## src/hdl/wti_pkg.sv

```systemverilog
// ============================================================================
// wti_pkg
// Shared types and constants for the wavetable oscillator with interpolation.
// ============================================================================
package wti_pkg;

    localparam int FREQ_BITS     = 24;
    localparam int SIZE_BITS     = 4;
    localparam int CFG_DATA_BITS = 32;
    // product of freq and step_scale is scaled down to a 2^48 full turn
    localparam int SCALE_REF     = 48;
    localparam int SCALE_PROD_BITS = FREQ_BITS + CFG_DATA_BITS;

    localparam logic [SIZE_BITS-1:0]     SIZE_LOG2_RESET  = 4'd10;
    localparam logic [CFG_DATA_BITS-1:0] STEP_SCALE_RESET = 32'd24932236;

    typedef enum logic [0:0] {
        CFG_SIZE_LOG2  = 1'b0,
        CFG_STEP_SCALE = 1'b1
    } cfg_index_t;

    typedef enum logic {
        FUNC_TICK  = 1'b0,
        FUNC_WRITE = 1'b1
    } func_t;

    typedef struct packed {
        logic  valid;
        func_t func;
    } stage_ctl_t;

endpackage

```

## src/hdl/wti_phase.sv

```systemverilog
// ============================================================================
// wti_phase
// Increment multiply, phase accumulator, table address generation and
// table write port.
// ============================================================================
module wti_phase
    import wti_pkg::*;
#(
    parameter int TABLE_ADDR_BITS = 10,
    parameter int SAMPLE_BITS     = 16,
    parameter int PHASE_BITS      = 24
) (
    input  logic                          clk,
    input  logic                          rst_n,
    input  logic                          advance,
    input  logic                          in_valid,
    input  func_t                         in_func,
    input  logic [FREQ_BITS-1:0]          in_freq,
    input  logic [TABLE_ADDR_BITS-1:0]    in_addr,
    input  logic [SAMPLE_BITS-1:0]        in_data,
    input  logic [SIZE_BITS-1:0]          size_log2,
    input  logic [CFG_DATA_BITS-1:0]      step_scale,
    output logic                          ram_we,
    output logic [TABLE_ADDR_BITS-1:0]    ram_waddr,
    output logic [SAMPLE_BITS-1:0]        ram_wdata,
    output logic                          ram_re,
    output logic [TABLE_ADDR_BITS-1:0]    rd_addr0,
    output logic [TABLE_ADDR_BITS-1:0]    rd_addr1,
    output stage_ctl_t                    s2_ctl,
    output logic [PHASE_BITS-2:0]         s2_frac,
    output logic [$clog2(PHASE_BITS)-1:0] s2_lobits
);

    localparam int LW  = $clog2(PHASE_BITS);
    localparam int SLW = $clog2(TABLE_ADDR_BITS + 1);

    stage_ctl_t                   s1_ctl_reg;
    logic [PHASE_BITS-1:0]        s1_inc_reg;
    logic [TABLE_ADDR_BITS-1:0]   s1_addr_reg;
    logic [SAMPLE_BITS-1:0]       s1_data_reg;
    logic [PHASE_BITS-1:0]        phase_reg;
    logic [PHASE_BITS-1:0]        phase_next;
    stage_ctl_t                   s2_ctl_reg;
    logic [PHASE_BITS-2:0]        s2_frac_reg;
    logic [LW-1:0]                s2_lobits_reg;

    logic [SCALE_PROD_BITS-1:0]   scale_prod;
    logic [SLW-1:0]               sl;
    logic [LW-1:0]                lobits;
    logic [PHASE_BITS-1:0]        phase_hi;
    logic [TABLE_ADDR_BITS-1:0]   len_mask;
    logic [TABLE_ADDR_BITS-1:0]   idx;
    logic [TABLE_ADDR_BITS-1:0]   nxt;
    logic [PHASE_BITS-2:0]        frac;
    logic                         s1_tick;

    assign scale_prod = SCALE_PROD_BITS'(in_freq) * SCALE_PROD_BITS'(step_scale);

    // saturate table size to 1 .. TABLE_ADDR_BITS
    always_comb
    begin
        priority if (size_log2 == '0)
        begin
            sl = SLW'(1);
        end
        else if (int'(size_log2) > TABLE_ADDR_BITS)
        begin
            sl = SLW'(TABLE_ADDR_BITS);
        end
        else
        begin
            sl = SLW'(size_log2);
        end
    end

    assign lobits   = LW'(PHASE_BITS - int'(sl));
    assign phase_hi = phase_reg >> lobits;
    assign len_mask = ~({TABLE_ADDR_BITS{1'b1}} << sl);
    assign idx      = phase_hi[TABLE_ADDR_BITS-1:0] & len_mask;
    assign nxt      = (idx + 1'b1) & len_mask;
    assign frac     = phase_reg[PHASE_BITS-2:0] & ~({(PHASE_BITS-1){1'b1}} << lobits);

    assign s1_tick    = s1_ctl_reg.valid && (s1_ctl_reg.func == FUNC_TICK);
    assign phase_next = phase_reg + s1_inc_reg;

    // table writes happen in the same stage as the reads, so order is kept
    assign ram_we    = advance && s1_ctl_reg.valid && (s1_ctl_reg.func == FUNC_WRITE);
    assign ram_waddr = s1_addr_reg;
    assign ram_wdata = s1_data_reg;
    assign ram_re    = advance;
    assign rd_addr0  = idx;
    assign rd_addr1  = nxt;

    assign s2_ctl    = s2_ctl_reg;
    assign s2_frac   = s2_frac_reg;
    assign s2_lobits = s2_lobits_reg;

    always_ff @(posedge clk or negedge rst_n)
    begin
        if (!rst_n)
        begin
            s1_ctl_reg <= '{valid: 1'b0, func: FUNC_TICK};
            s2_ctl_reg <= '{valid: 1'b0, func: FUNC_TICK};
            phase_reg  <= '0;
        end
        else if (advance)
        begin
            s1_ctl_reg <= '{valid: in_valid, func: in_func};
            s2_ctl_reg <= s1_ctl_reg;
            if (s1_tick)
            begin
                phase_reg <= phase_next;
            end
        end
    end

    always_ff @(posedge clk)
    begin
        if (advance)
        begin
            s1_inc_reg    <= scale_prod[SCALE_REF-PHASE_BITS +: PHASE_BITS];
            s1_addr_reg   <= in_addr;
            s1_data_reg   <= in_data;
            s2_frac_reg   <= frac;
            s2_lobits_reg <= lobits;
        end
    end

    a_phase_moves_on_tick: assert property (@(posedge clk) disable iff (!rst_n)
        (phase_reg != $past(phase_reg)) |-> $past(advance && s1_tick))
        else $error("phase changed without a tick leaving stage 1");

    a_stall_holds_s2: assert property (@(posedge clk) disable iff (!rst_n)
        !advance |=> $stable(s2_ctl_reg) && $stable(phase_reg))
        else $error("stage 2 or phase moved during a stall");

    a_no_write_on_tick: assert property (@(posedge clk) disable iff (!rst_n)
        ram_we |-> !s1_tick ##1 $stable(phase_reg))
        else $error("table write overlapped a tick in stage 1");

endmodule

```

## config.mk

```make
export PLATFORM = sky130hd
export DESIGN_NAME = wti_phase
export DESIGN_NICKNAME = d
export VERILOG_FILES = /design/src/hdl/wti_pkg.sv /design/src/hdl/wti_phase.sv
export SDC_FILE = /design/constraint.sdc
export NUM_CORES = 2
export LEC_CHECK = 0
export ABC_CLOCK_PERIOD_IN_PS = 8200
export BUFFER_PORTS_ARGS = -buffer_cell sky130_fd_sc_hd__buf_4
export CORE_MARGIN = 8
export CORE_UTILIZATION = 40
export CTS_BUF_LIST = sky130_fd_sc_hd__clkbuf_8
export CTS_CLUSTER_SIZE = 25
export DETAILED_ROUTE_END_ITERATION = 10
export PLACE_DENSITY = 0.63
export REMOVE_ABC_BUFFERS = 1
export SLEW_MARGIN = 15
export SYNTH_ARGS = -nofsm -noshare
export SYNTH_HDL_FRONTEND = slang
export SYNTH_SLANG_ARGS = --single-unit
```

## constraint.sdc

```tcl
create_clock -name clk -period 8.2 [get_ports clk]
set_input_delay 0.41 -clock clk [delete_from_list [all_inputs] [get_ports clk]]
set_output_delay 0.41 -clock clk [all_outputs]
set_load 0.01 [all_outputs]
```

==> impl_summary.txt <==
----------------------------------------------------
[Outcome]
  Outcome ... completed

[STA]
  Tightest slew margin relative to the limit ... a little over a third
  Final number of setup-violating endpoints ... 0
  Final hold violations ... 0
  Fin crit period ... 7.42 ns
  Final clock skew ... 0.0174 ns
  Total negative slack ... 0 ns
  Fmax ... 0.135 GHz
  Fraction of the cycle the final worst path needs ... 90.5%
  Actual slew at the worst max-slew pin ... about 0.96 ns
  Unrepaired setup endpoints after global routing ... no
  Max Transition Viols Final ... 0

[Clock tree]
  Number of buffers inserted during clock tree synthesis ... 9
  Worst-path clk slew ... 0.11 ns
  Total number of clock tree sinks ... 106
  Number of buffers on the longest clock path ... 2
  Post-CTS resize count ... 0
  TritonCTS clock tree ... yes
  H-tree level count ... 3
  Insertion delay to the later sink of the worst-skew pair ... 0.39 ns
  Cell at the root of the clock tree ... sky130_fd_sc_hd__clkbuf_8

[Routing]
  Vias per std cell ... 5.15
  DR DRC count ... 0
  Via count ... between 20000 and 25000
  DR iter-0 viols ... 1347
  Routed len/inst ... 19.6 um
  Count of antenna-violating nets left after detailed routing ... 0
  First-pass detailed-route iteration total ... 5
  Sum of routed wire length over all layers ... 79.6 mm

[Critical path]
  Largest stage delay, worst path ... 0.59 ns
  Kind of cell adding the most delay to the critical path ... adder cells
  Data required time at the worst endpoint ... ~8.3 ns
  Element type at the critical path start ... input pin
  WP buf/inv ... 6
  Logic depth of the worst path, buffers included ... 25
  Crit-path slowest cell ... sky130_fd_sc_hd__a41oi_1
  Startpoint-to-endpoint class of the critical path ... input pin to flip-flop
  Critical path peak fanout ... 32
  Startpoint of the worst register-to-register path ... phase_reg[11]$_DFFE_PN0P_
  R2r endpoint ... phase_reg[23]$_DFFE_PN0P_
  Worst R2R Setup Slack ... approximately 4.8 ns
  Critical path startpoint ... in_freq[3]
  Most frequent cell on the critical path ... sky130_fd_sc_hd__fa_1
  Arrival time of the worst setup path ... 7.55 ns
  Termination of the worst setup path ... s1_inc_reg[23]$_DFFE_PP_
  Type of element capturing the critical path ... flip-flop
  Worst Reg-to-Reg Cells ... 11

[Synthesis]
  Number of enable flip-flop cells after synthesis ... 78
  Average cell area after synthesis ... 9.24 um^2
  Sequential share of the synthesized area ... 10.7%
  Register bit total from synthesis ... 106
  Count of yosys warnings during synthesis ... 0
  Top flip-flop cell by instance count after synthesis ... sky130_fd_sc_hd__edfxtp_1
  Cell area after synthesis ... 28500 um^2
  Share of flip-flops with an asynchronous set or reset ... 26.4%
  Post-Syn Instances ... 3082
  Unique masters post-synth ... 84

[Global route]
  Via count of the first global-routing pass ... 22600
  Global-route total usage across every layer ... 20.4%
  Initial antenna violation count ... 0
  Largest net degree at the start of global routing ... 45
  Gr ovfl total ... 0
  Wire length of the first global-routing pass ... 128 mm

[Finish]
  Sequential cell area ... roughly 3000 um^2
  Area used by multi-input combinational logic ... ~22000 um^2
  Inserted Diodes ... 0
  Filler instances ... 6926
  Share of layout cells above drive strength 1 ... between 7 and 8%
  Layout overhead on the synthesized area ... 7.35%
  Final-stage net count ... 3996

[Floorplanning]
  Chip Width ... 283 um
  Starting density of the core ... 40.1%
  Chip height ... 283 um
  Area of the core ... 71000 um^2
  Die Outline Area ... 80000 um^2
  Ports placed on the boundary ... approximately 170
  Row cnt ... between 90 and 100

[Place]
  Routability congestion estimate ... 0.917
  Total half-perimeter wirelength after legalization and detailed placement ... 59.1 mm
  Port-buffer cells ... 168

[Job]
  Max-cap violations ... 0

[Hold path]
  Type of the tightest min-delay check ... input pin to flip-flop

----------------------------------------------------
-- cell families (layout without fill, tap and decap cells) --
family	Yosys count	in the layout	share of synthesized area, %
buffers and inverters	875	906	11.7
xor gates and xnor gates	59	59	1.81
muxes	18	18	1.01
and+or+nand+nor	948	948	16.4
AOI/OAI and AO/OA	279	279	6.76
DFF	106	106	10.7
adders and majority gates	797	797	51.7
-- area by class of cell --
cell class                      count  share of cell area, %
Tap cell                          950                   3.89
Clock buffer                        9                  0.405
Timing Repair Buffer              184                   4.53
Multi-Input combinational cell   2101                   72.3
Sequential cell                   106                   9.95
Clock inverter                      7                  0.221
Inverter                          706                   8.67
-- worst min-delay path by stage --
stage               slack, ns  cells after the start                   endpoint   startpoint
detailed placement       0.36                      1  phase_reg[13]$_DFFE_PN0P_        rst_n
floorplan                0.11                      0   phase_reg[0]$_DFFE_PN0P_        rst_n
global route             0.17                      1     ram_wdata[1]$_DFFE_PP_   in_data[1]
finish                   0.19                      1    ram_wdata[13]$_DFFE_PP_  in_data[13]
global placement         0.36                      1  phase_reg[13]$_DFFE_PN0P_        rst_n
CTS                      0.16                      1     ram_waddr[0]$_DFFE_PP_   in_addr[0]
-- cells in the mapped netlist, drive strengths merged (8+ instances only) --
master	number	area, um^2
a211oi	25	188
a21boi	9	67.6
a21o	17	129
a21oi	58	294
a31oi	10	62.6
and2	337	2110
and3	9	56.3
buf	15	93.8
clkbuf	154	578
dfrtp	28	701
edfxtp	78	2340
fa	632	12700
ha	165	2060
inv	704	2640
mux4	8	180
nand2	467	1760
nand2b	8	50.1
nand3	14	75.1
nand4	10	62.6
nor2	54	203
nor3	17	101
nor4	9	68.8
o211ai	23	173
o21a	16	120
o21ai	53	284
xnor2	38	333
xor2	21	184
-- per-stage QoR --
step	area [um^2]	setup slack [ns]	util, %	hold slack (ns)	instances
after floorplan	27800	1.58	-	0.114	2913
after global placement	30400	0.415	42.8	0.357	4046
after detailed placement	30400	0.358	42.8	0.363	4046
after CTS	30600	0.788	43.1	0.164	4063
after global routing	30600	0.480	43.1	0.166	4063
final	30600	0.775	43.1	0.189	4063
-- repair_timing --
action | in CTS | in global routing
hold endpoints to repair | 28 | 0
hold buffers | 1 | 0
endpoints found under the setup margin | 0 | 0
setup buffers | 0 | 0
-- placed cells by master, fill, tap and decap left out, types with 7 or more instances in the layout --
| cell type | count |
|---|---|
| sky130_fd_sc_hd__a21boi_0 | 9 |
| sky130_fd_sc_hd__o21a_1 | 16 |
| sky130_fd_sc_hd__and3_1 | 9 |
| sky130_fd_sc_hd__and2_1 | 337 |
| sky130_fd_sc_hd__ha_1 | 165 |
| sky130_fd_sc_hd__nand2b_1 | 8 |
| sky130_fd_sc_hd__nand3_1 | 13 |
| sky130_fd_sc_hd__fa_1 | 632 |
| sky130_fd_sc_hd__a21oi_1 | 57 |
| sky130_fd_sc_hd__o21ai_0 | 49 |
| sky130_fd_sc_hd__a211oi_1 | 25 |
| sky130_fd_sc_hd__nand2_1 | 466 |
| sky130_fd_sc_hd__edfxtp_1 | 78 |
| sky130_fd_sc_hd__clkbuf_8 | 9 |
| sky130_fd_sc_hd__mux4_2 | 8 |
| sky130_fd_sc_hd__inv_1 | 702 |
| sky130_fd_sc_hd__nor4_1 | 7 |
| sky130_fd_sc_hd__o211ai_1 | 23 |
| sky130_fd_sc_hd__xor2_1 | 21 |
| sky130_fd_sc_hd__dfrtp_1 | 28 |
| sky130_fd_sc_hd__xnor2_1 | 38 |
| sky130_fd_sc_hd__a31oi_1 | 10 |
| sky130_fd_sc_hd__nor2_1 | 54 |
| sky130_fd_sc_hd__nand4_1 | 10 |
| sky130_fd_sc_hd__nor3_1 | 15 |
| sky130_fd_sc_hd__buf_4 | 183 |
| sky130_fd_sc_hd__a21o_1 | 16 |
-- metal layers --
metal  GRT usage [%]  up-vias  wire length [um]
met1            28.1    10600             33900
met4            4.44        0              1630
met2            33.8      913             37000
met5               0        -                 0
met3            3.26      119              7030
li1                -     9279                 -
Power is left out: the tool's default activity adds up to more than one toggle a clock period on the data nets, which glitch-free logic cannot reach.
